**config.mk**
```make
export PLATFORM = sky130hd
export DESIGN_NAME = accel_axis_to_bcd_display
export DESIGN_NICKNAME = d
export VERILOG_FILES = /design/src/aabd_pkg.sv /design/src/accel_axis_to_bcd_display.sv /design/src/aabd_front.sv /design/src/aabd_queue.sv /design/src/aabd_back.sv
export SDC_FILE = /design/constraint.sdc
export NUM_CORES = 1
export LEC_CHECK = 0
export ABC_AREA = 1
export BUFFER_PORTS_ARGS = -buffer_cell sky130_fd_sc_hd__buf_2
export CAP_MARGIN = 20
export CORE_MARGIN = 3
export CORE_UTILIZATION = 45
export CTS_BUF_LIST = sky130_fd_sc_hd__clkbuf_16
export DETAILED_ROUTE_END_ITERATION = 16
export GPL_TIMING_DRIVEN = 0
export SYNTH_ARGS = -nofsm -noshare
export SYNTH_HDL_FRONTEND = slang
export SYNTH_SLANG_ARGS = --single-unit
```
**constraint.sdc**
```tcl
create_clock -name clk -period 9.4 [get_ports clk]
set_clock_uncertainty 0.2 [all_clocks]
set_input_delay 0.94 -clock clk [delete_from_list [all_inputs] [get_ports clk]]
set_output_delay 0.94 -clock clk [all_outputs]
set_load 0.05 [all_outputs]
```
**src/aabd_pkg.sv**
```systemverilog
package aabd_pkg;

  typedef logic [1:0] axis_t;

  localparam axis_t AXIS_X = 2'd0;
  localparam axis_t AXIS_Y = 2'd1;
  localparam axis_t AXIS_Z = 2'd2;

  localparam int IN_DATA_W  = 56;
  localparam int OUT_DATA_W = 24;
  localparam int OUT_USER_W = 2;

  // magnitudes from here on scale above 9999
  localparam logic [15:0] MAG_SAT    = 16'd2565;
  // ceil(2^24 / 10) * 39
  localparam logic [25:0] SCALE_MUL  = 26'd65431158;
  localparam logic [13:0] MAG_LIMIT  = 14'd9999;

  localparam logic [14:0] RECIP_1000 = 15'd16778;
  localparam logic [9:0]  RECIP_100  = 10'd656;
  localparam logic [6:0]  RECIP_10   = 7'd103;

  localparam logic [13:0] THOUSAND   = 14'd1000;
  localparam logic [9:0]  HUNDRED    = 10'd100;
  localparam logic [6:0]  TEN        = 7'd10;

  typedef struct packed {
    axis_t       axis;
    logic        neg;
    logic [15:0] mag;
  } entry_t;

  typedef struct packed {
    logic full;
    logic empty;
  } q_status_t;

endpackage

```
**src/accel_axis_to_bcd_display.sv**
```systemverilog
// channel  | direction | tdata (lowest bit up)                          | tuser
// in_      | slave     | button_level, x_byte_low, x_byte_high,         | -
//          |           | y_byte_low, y_byte_high, z_byte_low,           |
//          |           | z_byte_high, 7 zero bits                       |
// out_     | master    | digit_ones, digit_tens, digit_hundreds,        | shown_axis
//          |           | digit_thousands, minus_sign, 7 zero bits       |
//
// One transaction per cycle in and out while nothing stalls; the scaling
// multiply and the three digit stages of the back pipeline are registered.
// out_tvalid rises once an accepted entry has passed the queue and stages.
// A two-entry queue parts the front from the back pipeline; out_tready low
// holds the pipeline and in_tready falls once the queue fills.
// Reset: axis X, button released, queue and pipeline empty.
module accel_axis_to_bcd_display (
  input  logic                            clk,
  input  logic                            rst_n,
  input  logic                            in_tvalid,
  output logic                            in_tready,
  // button_level[0], x_byte_low[8:1], x_byte_high[16:9], y_byte_low[24:17],
  // y_byte_high[32:25], z_byte_low[40:33], z_byte_high[48:41], zero[55:49]
  input  logic [aabd_pkg::IN_DATA_W-1:0]  in_tdata,
  output logic                            out_tvalid,
  input  logic                            out_tready,
  // digit_ones[3:0], digit_tens[7:4], digit_hundreds[11:8],
  // digit_thousands[15:12], minus_sign[16], zero[23:17]
  output logic [aabd_pkg::OUT_DATA_W-1:0] out_tdata,
  // shown_axis[1:0]
  output logic [aabd_pkg::OUT_USER_W-1:0] out_tuser
);

  logic                push;
  logic                pop;
  aabd_pkg::entry_t    push_data;
  aabd_pkg::entry_t    pop_data;
  aabd_pkg::q_status_t q_status;

  aabd_front u_front (
    .clk       (clk),
    .rst_n     (rst_n),
    .in_tvalid (in_tvalid),
    .in_tready (in_tready),
    .in_tdata  (in_tdata),
    .q_status  (q_status),
    .push      (push),
    .push_data (push_data)
  );

  aabd_queue u_queue (
    .clk       (clk),
    .rst_n     (rst_n),
    .push      (push),
    .push_data (push_data),
    .pop       (pop),
    .pop_data  (pop_data),
    .status    (q_status)
  );

  aabd_back u_back (
    .clk        (clk),
    .rst_n      (rst_n),
    .q_status   (q_status),
    .q_data     (pop_data),
    .pop        (pop),
    .out_tvalid (out_tvalid),
    .out_tready (out_tready),
    .out_tdata  (out_tdata),
    .out_tuser  (out_tuser)
  );

endmodule

```
**src/aabd_front.sv**
```systemverilog
module aabd_front (
  input  logic                           clk,
  input  logic                           rst_n,
  input  logic                           in_tvalid,
  output logic                           in_tready,
  input  logic [aabd_pkg::IN_DATA_W-1:0] in_tdata,
  input  aabd_pkg::q_status_t            q_status,
  output logic                           push,
  output aabd_pkg::entry_t               push_data
);

  logic            last_button_r;
  logic            last_button_nxt;
  aabd_pkg::axis_t axis_r;
  aabd_pkg::axis_t axis_nxt;
  logic            button;
  logic [15:0]     word;
  logic            accept;

  assign button    = in_tdata[0];
  assign in_tready = ~q_status.full;
  assign accept    = in_tvalid & in_tready;
  assign push      = accept;

  always_comb begin
    axis_nxt        = axis_r;
    last_button_nxt = button;
    if (last_button_r && !button) begin
      if (axis_r >= aabd_pkg::AXIS_Z) begin
        axis_nxt = aabd_pkg::AXIS_X;
      end else begin
        axis_nxt = axis_r + 2'd1;
      end
    end
  end

  always_comb begin
    case (axis_nxt)
      aabd_pkg::AXIS_X: word = in_tdata[16:1];
      aabd_pkg::AXIS_Y: word = in_tdata[32:17];
      default:          word = in_tdata[48:33];
    endcase
    push_data.axis = axis_nxt;
    push_data.neg  = word[15];
    push_data.mag  = word[15] ? (~word + 16'd1) : word;
  end

  always_ff @(posedge clk) begin
    if (!rst_n) begin
      last_button_r <= 1'b1;
      axis_r        <= aabd_pkg::AXIS_X;
    end else if (accept) begin
      last_button_r <= last_button_nxt;
      axis_r        <= axis_nxt;
    end
  end

endmodule

```
**src/aabd_queue.sv**
```systemverilog
module aabd_queue (
  input  logic                clk,
  input  logic                rst_n,
  input  logic                push,
  input  aabd_pkg::entry_t    push_data,
  input  logic                pop,
  output aabd_pkg::entry_t    pop_data,
  output aabd_pkg::q_status_t status
);

  aabd_pkg::entry_t mem_r [2];
  logic             wr_ptr_r;
  logic             rd_ptr_r;
  logic [1:0]       cnt_r;
  logic             do_push;
  logic             do_pop;

  assign status.full  = (cnt_r == 2'd2);
  assign status.empty = (cnt_r == 2'd0);
  assign do_push      = push & ~status.full;
  assign do_pop       = pop & ~status.empty;
  assign pop_data     = mem_r[rd_ptr_r];

  always_ff @(posedge clk) begin
    if (do_push) begin
      mem_r[wr_ptr_r] <= push_data;
    end
  end

  always_ff @(posedge clk) begin
    if (!rst_n) begin
      wr_ptr_r <= 1'b0;
      rd_ptr_r <= 1'b0;
      cnt_r    <= 2'd0;
    end else begin
      if (do_push) begin
        wr_ptr_r <= ~wr_ptr_r;
      end
      if (do_pop) begin
        rd_ptr_r <= ~rd_ptr_r;
      end
      case ({do_push, do_pop})
        2'b10:   cnt_r <= cnt_r + 2'd1;
        2'b01:   cnt_r <= cnt_r - 2'd1;
        default: cnt_r <= cnt_r;
      endcase
    end
  end

endmodule

```
**src/aabd_back.sv**
```systemverilog
module aabd_back (
  input  logic                            clk,
  input  logic                            rst_n,
  input  aabd_pkg::q_status_t             q_status,
  input  aabd_pkg::entry_t                q_data,
  output logic                            pop,
  output logic                            out_tvalid,
  input  logic                            out_tready,
  output logic [aabd_pkg::OUT_DATA_W-1:0] out_tdata,
  output logic [aabd_pkg::OUT_USER_W-1:0] out_tuser
);

  logic            v1_r, v2_r, v3_r, v4_r;
  logic            rdy1, rdy2, rdy3, rdy4;
  aabd_pkg::axis_t axis1_r, axis2_r, axis3_r, axis4_r;
  logic            neg1_r, neg2_r, neg3_r, neg4_r;
  logic [13:0]     val1_r;
  logic [3:0]      thou2_r, thou3_r, thou4_r;
  logic [9:0]      rem2_r;
  logic [3:0]      hund3_r, hund4_r;
  logic [6:0]      rem3_r;
  logic [3:0]      tens4_r, ones4_r;

  logic [37:0]     prod1;
  logic [13:0]     val1_nxt;
  logic [28:0]     prod2;
  logic [3:0]      thou2_nxt;
  logic [9:0]      rem2_nxt;
  logic [19:0]     prod3;
  logic [3:0]      hund3_nxt;
  logic [6:0]      rem3_nxt;
  logic [13:0]     prod4;
  logic [3:0]      tens4_nxt;
  logic [3:0]      ones4_nxt;

  assign rdy4 = ~v4_r | out_tready;
  assign rdy3 = ~v3_r | rdy4;
  assign rdy2 = ~v2_r | rdy3;
  assign rdy1 = ~v1_r | rdy2;
  assign pop  = rdy1 & ~q_status.empty;

  always_comb begin
    prod1    = 38'(q_data.mag[11:0]) * 38'(aabd_pkg::SCALE_MUL);
    val1_nxt = (q_data.mag >= aabd_pkg::MAG_SAT) ? aabd_pkg::MAG_LIMIT : prod1[37:24];

    prod2     = 29'(val1_r) * 29'(aabd_pkg::RECIP_1000);
    thou2_nxt = prod2[27:24];
    rem2_nxt  = 10'(val1_r - 14'(14'(thou2_nxt) * aabd_pkg::THOUSAND));

    prod3     = 20'(rem2_r) * 20'(aabd_pkg::RECIP_100);
    hund3_nxt = prod3[19:16];
    rem3_nxt  = 7'(rem2_r - 10'(10'(hund3_nxt) * aabd_pkg::HUNDRED));

    prod4     = 14'(rem3_r) * 14'(aabd_pkg::RECIP_10);
    tens4_nxt = prod4[13:10];
    ones4_nxt = 4'(rem3_r - 7'(7'(tens4_nxt) * aabd_pkg::TEN));
  end

  always_ff @(posedge clk) begin
    if (rdy1) begin
      axis1_r <= q_data.axis;
      neg1_r  <= q_data.neg;
      val1_r  <= val1_nxt;
    end
    if (rdy2) begin
      axis2_r <= axis1_r;
      neg2_r  <= neg1_r;
      thou2_r <= thou2_nxt;
      rem2_r  <= rem2_nxt;
    end
    if (rdy3) begin
      axis3_r <= axis2_r;
      neg3_r  <= neg2_r;
      thou3_r <= thou2_r;
      hund3_r <= hund3_nxt;
      rem3_r  <= rem3_nxt;
    end
    if (rdy4) begin
      axis4_r <= axis3_r;
      neg4_r  <= neg3_r;
      thou4_r <= thou3_r;
      hund4_r <= hund3_r;
      tens4_r <= tens4_nxt;
      ones4_r <= ones4_nxt;
    end
  end

  always_ff @(posedge clk) begin
    if (!rst_n) begin
      v1_r <= 1'b0;
      v2_r <= 1'b0;
      v3_r <= 1'b0;
      v4_r <= 1'b0;
    end else begin
      if (rdy1) v1_r <= pop;
      if (rdy2) v2_r <= v1_r;
      if (rdy3) v3_r <= v2_r;
      if (rdy4) v4_r <= v3_r;
    end
  end

  assign out_tvalid = v4_r;
  assign out_tuser  = axis4_r;
  assign out_tdata  = {7'd0, neg4_r, thou4_r, hund4_r, tens4_r, ones4_r};

endmodule

```
==> results of run 1 <==
[how the worst min path moves through the flow]
| stage | to | cells after the start |
|---|---|---|
| 2_1_floorplan | u_back.axis2_r[0] | 0 |
| 3_3_place_gp | u_back.axis2_r[1] | 0 |
| 3_5_place_dp | u_back.axis2_r[1] | 0 |
| 4_1_cts | u_back.thou3_r[3] | 0 |
| 5_1_grt | u_back.thou3_r[3] | 0 |
| 6_report | u_back.thou3_r[3] | 0 |
[worst max-delay path, delay by kind of cell, from the launching register on]
family	cells	cell delay, ps
DFF	1	580
adders and majority gates	11	4040
buffers and inverters	6	280
and+or+nand+nor	20	1520
AOI/OAI and AO/OA	1	210
xor gates and xnor gates	2	460
[registers in the layout (all words and copies together), names as in the netlist, 4 cells and up, named ones only]
register	cells
u_back.hund4_r	4
u_back.thou4_r	4
u_back.val1_r	14
u_back.thou2_r	4
u_back.rem2_r	10
u_back.thou3_r	4
u_back.rem3_r	7
u_back.ones4_r	4
u_back.tens4_r	4
u_queue.mem_r	38
u_back.hund3_r	4
[placed cells by master (no fill, tap or decap), types with 16 or more instances in the layout]
cell | netlist | routed
nor2_1 | 114 | 112
xor2_1 | 21 | 21
edfxtp_1 | 109 | 109
clkbuf_16 | 0 | 17
nand2_1 | 311 | 311
fa_1 | 135 | 135
a21oi_1 | 81 | 81
nand3b_1 | 31 | 31
inv_1 | 382 | 385
nand3_1 | 62 | 62
ha_1 | 291 | 291
o21ai_0 | 45 | 45
buf_2 | 0 | 73
nand4_1 | 16 | 16
[routing by layer]
| metal | vias to the layer above | routed length (µm) | track usage |
|---|---|---|---|
| met1 | 5369 | 15700 | 0.260 |
| met5 | - | 0 | 0 |
| li1 | 5794 | - | - |
| met3 | 27 | 1070 | 0.0305 |
| met4 | 0 | 349 | 0.0373 |
| met2 | 152 | 15500 | 0.321 |
[through the flow]
| step | instance area [µm²] | util |
|---|---|---|
| 2_1_floorplan | 15400 | - |
| 3_3_place_gp | 16300 | 0.493 |
| 3_5_place_dp | 16300 | 0.495 |
| 4_1_cts | 16900 | 0.512 |
| 5_1_grt | 16900 | 0.512 |
| 6_report | 16900 | 0.512 |
[logic make-up after synthesis]
| logic type | Yosys count | share of synthesized area |
|---|---|---|
| xor+xnor | 31 | 0.0177 |
| buf+inv | 405 | 0.105 |
| compound gates | 165 | 0.0604 |
| other cells | 1 | 0.000244 |
| simple gates | 594 | 0.174 |
| fa+ha+maj | 426 | 0.413 |
| flops | 121 | 0.229 |
[layout make-up]
cell class                      instances  area [µm²]
Fill cell                            3146       16100
Multi-Input combinational cell       1223       10200
Sequential cell                       121        3510
Inverter                              386        1450
Tap cell                              442         553
Clock buffer                           17         425
Timing Repair Buffer                   75         408
Buffer                                 19         165
Clock inverter                         15         138
==> qor.txt, run 1 <==
Status - finished, final reports clean
Setup WS post-layout - 1850 ps
Register area share after synthesis - 0.229
Cell area after synthesis - 15300 µm²
Final wirelength - 32600 µm
Hold Crit Start - u_back.thou2_r[3]
Final Hold Vio Count - 0
Post-CTS Setup Bufs - 0
Worst Path Required - 9360 ps
Routed length per instance - 14.2 µm
FF-to-FF path depth - 40
Core Rows - 66
Area Overhead vs Synth - 10.1%
Post-CTS Hold Fix Bufs - 0
Die Ht - 191 µm
Worst Hold Class - flop to flop
Max-cap violations - 0
Post-synth ARST share - 0
Max Slew Vio Count - 0
Post-cts sizing count - 0
Die ar. - 36400 µm²
Max stage delay cell, worst path - edfxtp_1
Largest net degree at the start of global routing - 22
Ys flop type - edfxtp_1
Minimum clock period - 7550 ps
Hold Worst Slack - 212 ps
Clock Latency Late Sink - 420 ps
CP peak stage delay - 580 ps
Clock sink total - 121
Crit path DAT - 7510 ps
N_diodes - 0
Grt ovf - 0
I/O Pins - 88
Most frequent CP cell - nand2_1
CP endpoint kind - flop
Setup Viol. Count Final - 0
Routed Antenna Nets - 0
Synth top area cells - ha_1 24%, edfxtp_1 21%, fa_1 18%
Biggest area consumer among synthesized cells - ha_1
Aggregate global-route resource usage - 0.190
Root buffer cell - clkbuf_16
Port bufs - 73
Final Wtd Congestion - 0.907
Slew headroom - 0.313
Vias per Instance - 4.94
Synth cell types - 45
Max H-tree Level - 4
Mean Syn Cell Area - 8.81 µm²
Nets@finish - 2329
Total CTS buffers - 17
First-pass GRT wire length - 55500 µm
Layout cells sized above 1 - 0.0911
Reg-to-reg setup timing slack - 1850 ps
Critical path class - flop to flop
Critical path launch point type - flop
Finished Layout Cells - 2298
Gate Count Post-Synth - 1743
CTS tree - built
Achievable frequency - 132 MHz
Yosys reg bits - 121
Number of global-route vias before repair - 11600
Reg2reg start - u_back.val1_r[6]
Setup slack at placement - 1840 ps
Post-synth EDFFs - 109
RSZ-0062 raised after global routing - no
Worst r2r dst - u_back.rem2_r[9]
Core area - 33000 µm²
Total number of yosys warnings - 0
Final worst path period share - 0.803
Hpwl dp - 28300 µm
Synth top area share - 0.237
Initial core utilization - 0.465
Die width - 191 µm
Antenna violations before repair - 0
Worst-Margin Slew - 1020 ps
Worst setup path end - u_back.rem2_r[9]
Most frequent cells after synthesis - 382 x inv_1, 311 x nand2_1, 291 x ha_1
CP Max Fanout - 6
CTS Buffer Depth - 2
# DRC - 0
Clock transition at path regs - 60 ps
DRT Pass-1 Iters - 5
Placed Cells - 2266
Routed via count - 11300
Count leader, synth - inv_1
Sum Neg Setup Slack - 0 ps
Crit. Startpoint - u_back.val1_r[6]
Initial DRC count - 557
Power of run 1 is not shown: default switching activity piles up to over one toggle a cycle in this logic, so the estimate is an artifact.
==> run 2, diff against run 1 <==
==> constraint.sdc (replaced) <==
create_clock -name clk -period 6.3 [get_ports clk]
set_clock_uncertainty 0.2 [all_clocks]
set_input_delay 0.63 -clock clk [delete_from_list [all_inputs] [get_ports clk]]
set_output_delay 0.63 -clock clk [all_outputs]
set_load 0.05 [all_outputs]
==> run 2 against run 1 <==
  * The flow now finishes with violations (negative setup slack)
  * Via count rose by 1.5%
  * Hold slack improved by 5.4 ps
  * Sequential cell count did not move
  * Utilization rose by 3.1 points
  * Setup slack got worse by 2300 ps
  * Critical path depth fell by 2
  * Maximum frequency rose by 11%
==> qor.txt, run 2 (synthesis gave the netlist of run 1 again) <==
Max Slew Vio Count - 0 (unchanged)
Root buffer cell - clkbuf_16 (unchanged)
Post-CTS Hold Fix Bufs - 0 (unchanged)
Area Overhead vs Synth - 16.8% (was 10.1%)
Vias per Instance - 4.93 (was 4.94)
Critical path class - flop to flop (unchanged)
Layout cells sized above 1 - 0.168 (was 0.0911)
Achievable frequency - 148 MHz (was 132 MHz)
Most frequent cells in the layout - 365 x inv_1, 299 x nand2_1, 244 x ha_1, 131 x fa_1, 109 x edfxtp_1 (was 385 x inv_1, 311 x nand2_1, 291 x ha_1, 135 x fa_1, 112 x nor2_1)
Die width - 191 µm (unchanged)
Setup WS post-layout - -471 ps (was 1850 ps)
CTS tree - built (unchanged)
CP endpoint kind - flop (unchanged)
Final Wtd Congestion - 0.919 (was 0.907)
Hold depth - 0 (unchanged)
Commonest non-fill, non-tap cell in the layout - inv_1 (unchanged)
Worst r2r dst - u_back.rem2_r[9] (unchanged)
Setup Viol. Count Final - 1 (was 0)
Hold Crit Start - u_back.neg3_r (was u_back.thou2_r[3])
Reg-to-reg setup timing slack - -470 ps (was 1850 ps)
Failing checks - negative setup slack
Status - complete, but fails checks (was finished, final reports clean)
Post-Place Cell Area - 16600 µm² (was 16300 µm²)
Grt ovf - 0 (unchanged)
Initial DRC count - 561 (was 557)
Worst Hold Class - flop to flop (unchanged)
Die Ht - 191 µm (unchanged)
Total CTS buffers - 17 (unchanged)
Number of global-route vias before repair - 11500 (was 11600)
DRT Pass-1 Iters - 5 (unchanged)
CTS Buffer Depth - 2 (unchanged)
CP Max Fanout - 3 (was 6)
Initial core utilization - 0.465 (unchanged)
Reg2reg start - u_back.val1_r[7] (was u_back.val1_r[6])
Final wirelength - 33900 µm (was 32600 µm)
Clock Latency Late Sink - 420 ps (about the same)
FF-to-FF path depth - 38 (was 40)
N_diodes - 0 (unchanged)
Die ar. - 36400 µm² (unchanged)
Clock transition at path regs - 60 ps (about the same)
Largest net degree at the start of global routing - 22 (unchanged)
Minimum clock period - 6770 ps (was 7550 ps)
Antenna violations before repair - 0 (unchanged)
Most frequent CP cell - ha_4 (was nand2_1)
CP peak stage delay - 540 ps (was 580 ps)
I/O Pins - 88 (unchanged)
Hpwl dp - 28400 µm (was 28300 µm)
Final instance area - 17900 µm² (was 16900 µm²)
Worst Path Required - 6260 ps (was 9360 ps)
Aggregate global-route resource usage - 0.191 (was 0.190)
Routed length per instance - 14.5 µm (was 14.2 µm)
Core area - 33000 µm² (unchanged)
Max-cap violations - 0 (unchanged)
Nets@finish - 2367 (was 2329)
Clock sink total - 121 (unchanged)
RSZ-0062 raised after global routing - yes (was no)
Largest registers - u_queue.mem_r x38, u_back.val1_r x14, u_back.rem2_r x10 (unchanged)
Core Rows - 66 (unchanged)
Critical path launch point type - flop (unchanged)
First-pass GRT wire length - 56100 µm (was 55500 µm)
Final worst path period share - 1.07 (was 0.803)
Crit path DAT - 6730 ps (was 7510 ps)
Routed Antenna Nets - 0 (unchanged)
WP buf/inv - 7 (was 6)
Max stage delay cell, worst path - fa_1 (was edfxtp_1)
Final Hold Vio Count - 0 (unchanged)
Worst-Margin Slew - 837 ps (was 1020 ps)
# DRC - 0 (unchanged)
Max H-tree Level - 4 (unchanged)
Max FFs per register - 38 (unchanged)
Port bufs - 73 (unchanged)
Most flops, register - u_queue.mem_r (unchanged)
Routed via count - 11500 (was 11300)
Crit path max-delay family - adder cells (unchanged)
Slew headroom - 0.441 (was 0.313)
Hold Path Sink - u_back.neg4_r (was u_back.thou3_r[3])
run 2: timing repair:
item / CTS / global route
buffers inserted: 25 / 13
gates resized for setup: 24 / 75
pin swaps: 27 / 47
endpoints found under the setup margin: 17 / 17
run 2: worst register-to-register path, delay by kind of cell, from the launching register on:
| family | cells | cell delay (ps) |
|---|---|---|
| adders and majority gates | 11 | 3660 |
| and+or+nand+nor | 17 | 1260 |
| DFF | 1 | 530 |
| xor gates and xnor gates | 2 | 350 |
| buffers and inverters | 7 | 340 |
| AOI/OAI and AO/OA | 1 | 190 |
run 2: how the worst max path moves through the flow:
| stage | slack, ps | depth (start not counted) | to | start |
|---|---|---|---|---|
| after floorplan | -170 | 38 | u_back.rem2_r[9] | u_back.val1_r[8] |
| after global placement | -830 | 38 | u_back.rem2_r[9] | u_back.val1_r[8] |
| after detailed placement | -930 | 42 | u_back.rem2_r[9] | u_back.val1_r[12] |
| after CTS | -520 | 38 | u_back.rem2_r[9] | u_back.val1_r[7] |
| after global routing | -820 | 43 | u_back.rem2_r[9] | u_back.val1_r[12] |
| final | -470 | 38 | u_back.rem2_r[9] | u_back.val1_r[7] |
run 2: metal layers:
metal	GRT usage	vias up	share of wire
li1	-	5871	-
met1	0.269	5430	0.48
met2	0.317	180	0.48
met3	0.0311	28	0.035
met4	0.0336	0	0.013
met5	0	-	0
run 2: per-stage QoR:
step	utilization	hold slack, ps	setup TNS, ps	worst slack [ps]	cells
global placement	0.503	203	-4670	-826	2264
CTS	0.529	218	-518	-518	2323
detailed placement	0.504	205	-4960	-926	2266
finish	0.543	217	-471	-471	2336
floorplan	-	200	-166	-166	1749
global route	0.543	225	-884	-824	2336
run 2: layout make-up:
cell class                      count  area [µm²]
Buffer                             19         168
Clock buffer                       17         425
Clock inverter                     15         105
Fill cell                        3100       15100
Inverter                          386        1460
Multi-Input combinational cell   1223       11000
Sequential cell                   121        3520
Tap cell                          442         553
Timing Repair Buffer              113         688
Power of run 2 is left out for the same reason.
==> run 3, diff against run 2 <==
--- a/config.mk
+++ b/config.mk
@@ -8,11 +8,14 @@
 export ABC_AREA = 1
 export BUFFER_PORTS_ARGS = -buffer_cell sky130_fd_sc_hd__buf_2
 export CAP_MARGIN = 20
+export CELL_PAD_IN_SITES_DETAIL_PLACEMENT = 1
+export CELL_PAD_IN_SITES_GLOBAL_PLACEMENT = 1
 export CORE_MARGIN = 3
-export CORE_UTILIZATION = 45
+export CORE_UTILIZATION = 44
 export CTS_BUF_LIST = sky130_fd_sc_hd__clkbuf_16
 export DETAILED_ROUTE_END_ITERATION = 16
 export GPL_TIMING_DRIVEN = 0
+export PLACE_DENSITY_LB_ADDON = 0.1
 export SYNTH_ARGS = -nofsm -noshare
 export SYNTH_HDL_FRONTEND = slang
 export SYNTH_SLANG_ARGS = --single-unit
==> run 3 against run 2 <==
  * The run still ends with negative setup slack left
  * Register-to-register slack worse by 180 ps
  * Setup slack worse by 180 ps
  * Utilization is 1.1 points lower
  * Sequential share of layout area is 0.15 points lower
  * Global-route usage is 3.3 points higher
  * Wire length is 20% higher
==> qor.txt, run 3 (synthesis gave the netlist of run 1 again) <==
Initial DRC count - 391 (was 561)
Max H-tree Level - 4 (unchanged)
Port bufs - 73 (unchanged)
Max Slew Vio Count - 0 (unchanged)
Most flops, register - u_queue.mem_r (unchanged)
Routed via count - 11800 (was 11500)
Post-CTS Hold Fix Bufs - 0 (unchanged)
Failing checks - negative setup slack (unchanged)
Status - complete, but fails checks (unchanged)
Most frequent cells in the layout - 365 x inv_1, 295 x nand2_1, 241 x ha_1, 131 x fa_1, 109 x edfxtp_1 (was 365 x inv_1, 299 x nand2_1, 244 x ha_1, 131 x fa_1, 109 x edfxtp_1)
CP peak stage delay - 520 ps (was 540 ps)
Critical path launch point type - flop (unchanged)
RSZ-0062 raised after global routing - yes (unchanged)
Area Overhead vs Synth - 17.7% (was 16.8%)
Core Util, Final - 0.532 (was 0.543)
Total CTS buffers - 17 (unchanged)
Worst Hold Class - flop to flop (unchanged)
CP endpoint kind - flop (unchanged)
Max stage delay cell, worst path - fa_1 (unchanged)
Largest registers - u_queue.mem_r x38, u_back.val1_r x14, u_back.rem2_r x10 (unchanged)
Final Hold Vio Count - 0 (unchanged)
Vias per Instance - 5.03 (was 4.93)
Final instance area - 18100 µm² (was 17900 µm²)
Post-Place Cell Area - 16600 µm² (about the same)
CTS tree - built (unchanged)
Core Rows - 67 (was 66)
Antenna violations before repair - 0 (unchanged)
Layout cells sized above 1 - 0.177 (was 0.168)
Setup WS post-layout - -653 ps (was -471 ps)
Achievable frequency - 144 MHz (was 148 MHz)
# DRC - 0 (unchanged)
Hpwl dp - 33200 µm (was 28400 µm)
Root buffer cell - clkbuf_16 (unchanged)
Max FFs per register - 38 (unchanged)
Crit path DAT - 6940 ps (was 6730 ps)
Core area - 34000 µm² (was 33000 µm²)
Final wirelength - 40700 µm (was 33900 µm)
Number of global-route vias before repair - 12900 (was 11500)
Slew headroom - 0.422 (was 0.441)
First-pass GRT wire length - 64900 µm (was 56100 µm)
Commonest non-fill, non-tap cell in the layout - inv_1 (unchanged)
CTS Buffer Depth - 2 (unchanged)
Final worst path period share - 1.10 (was 1.07)
N_diodes - 0 (unchanged)
Clock sink total - 121 (unchanged)
Die ar. - 37200 µm² (was 36400 µm²)
Worst Path Required - 6290 ps (was 6260 ps)
Clock Latency Late Sink - 430 ps (was 420 ps)
Minimum clock period - 6950 ps (was 6770 ps)
Clock transition at path regs - 60 ps (about the same)
CP Max Fanout - 3 (unchanged)
Grt ovf - 0 (unchanged)
Max-cap violations - 0 (unchanged)
Most frequent CP cell - nand2_1 (was ha_4)
Initial core utilization - 0.452 (was 0.465)
Sum Neg Setup Slack - -692 ps (was -471 ps)
Routed length per instance - 17.3 µm (was 14.5 µm)
DRT Pass-1 Iters - 5 (unchanged)
Setup slack at placement - -1040 ps (was -926 ps)
Die Ht - 193 µm (was 191 µm)
Final Wtd Congestion - 0.936 (was 0.919)
Setup Viol. Count Final - 2 (was 1)
Nets@finish - 2376 (was 2367)
Routed Antenna Nets - 0 (unchanged)
Critical path class - flop to flop (unchanged)
I/O Pins - 88 (unchanged)
Worst-Margin Slew - 866 ps (was 837 ps)
Die width - 193 µm (was 191 µm)
Largest net degree at the start of global routing - 22 (unchanged)
Aggregate global-route resource usage - 0.225 (was 0.191)
==> run 3: cell count changes in the layout (fill, tap and decap cells not counted), sizes merged <==
cell / before / now
buf: 131 / 140
clkinv: 8 / 5
bufinv: 0 / 2
clkinvlp: 3 / 4
==> run 3: metrics by stage <==
stage                     hold WS [ps]  instances
after floorplan                    200       1749
after global placement             201       2270
final                              219       2351
after CTS                          220       2339
after global routing               232       2351
after detailed placement           206       2272
==> run 3: worst max-delay path: cells and delay by family (launching register included) <==
| family | cells | cell delay [ps] |
|---|---|---|
| XOR/XNOR | 2 | 350 |
| adder cells (fa/ha/maj) | 12 | 3560 |
| buffers and inverters | 9 | 690 |
| flip-flops | 1 | 480 |
| AND/OR/NAND/NOR | 20 | 1430 |
==> run 3: cell type report <==
class                           count  area, µm²
Inverter                          386       1450
Clock buffer                       17        425
Tap cell                          448        561
Fill cell                        4024      15900
Buffer                             19        168
Timing Repair Buffer              122        764
Sequential cell                   121       3520
Multi-Input combinational cell   1223      11000
Clock inverter                     15        154
==> run 3: timing repair <==
action / CTS / global route
endpoints found under the hold margin: 0 / 0
setup endpoints to repair: 17 / 17
pin swaps: 43 / 46
resized for setup: 47 / 60
setup buffers: 35 / 13
==> run 3: path summary, 6_finish.rpt <==
check | slack [ps] | start | cells past startpoint | end
min reg2reg | 220 | u_back.thou3_r[0] | 0 | u_back.thou4_r[0]
max | -650 | u_back.val1_r[5] | 43 | u_back.rem2_r[9]
min | 220 | u_back.thou3_r[0] | 0 | u_back.thou4_r[0]
max reg2reg | -650 | u_back.val1_r[5] | 43 | u_back.rem2_r[9]
==> run 3: layer usage <==
metal  GRT usage  up-vias  part of all wire
met1       0.274     5804              0.44
li1            -     5877                 -
met4      0.0479        0             0.016
met3      0.0289       41             0.019
met5           0        -                 0
met2       0.422      104              0.53
Power of run 3 is left out for the same reason.
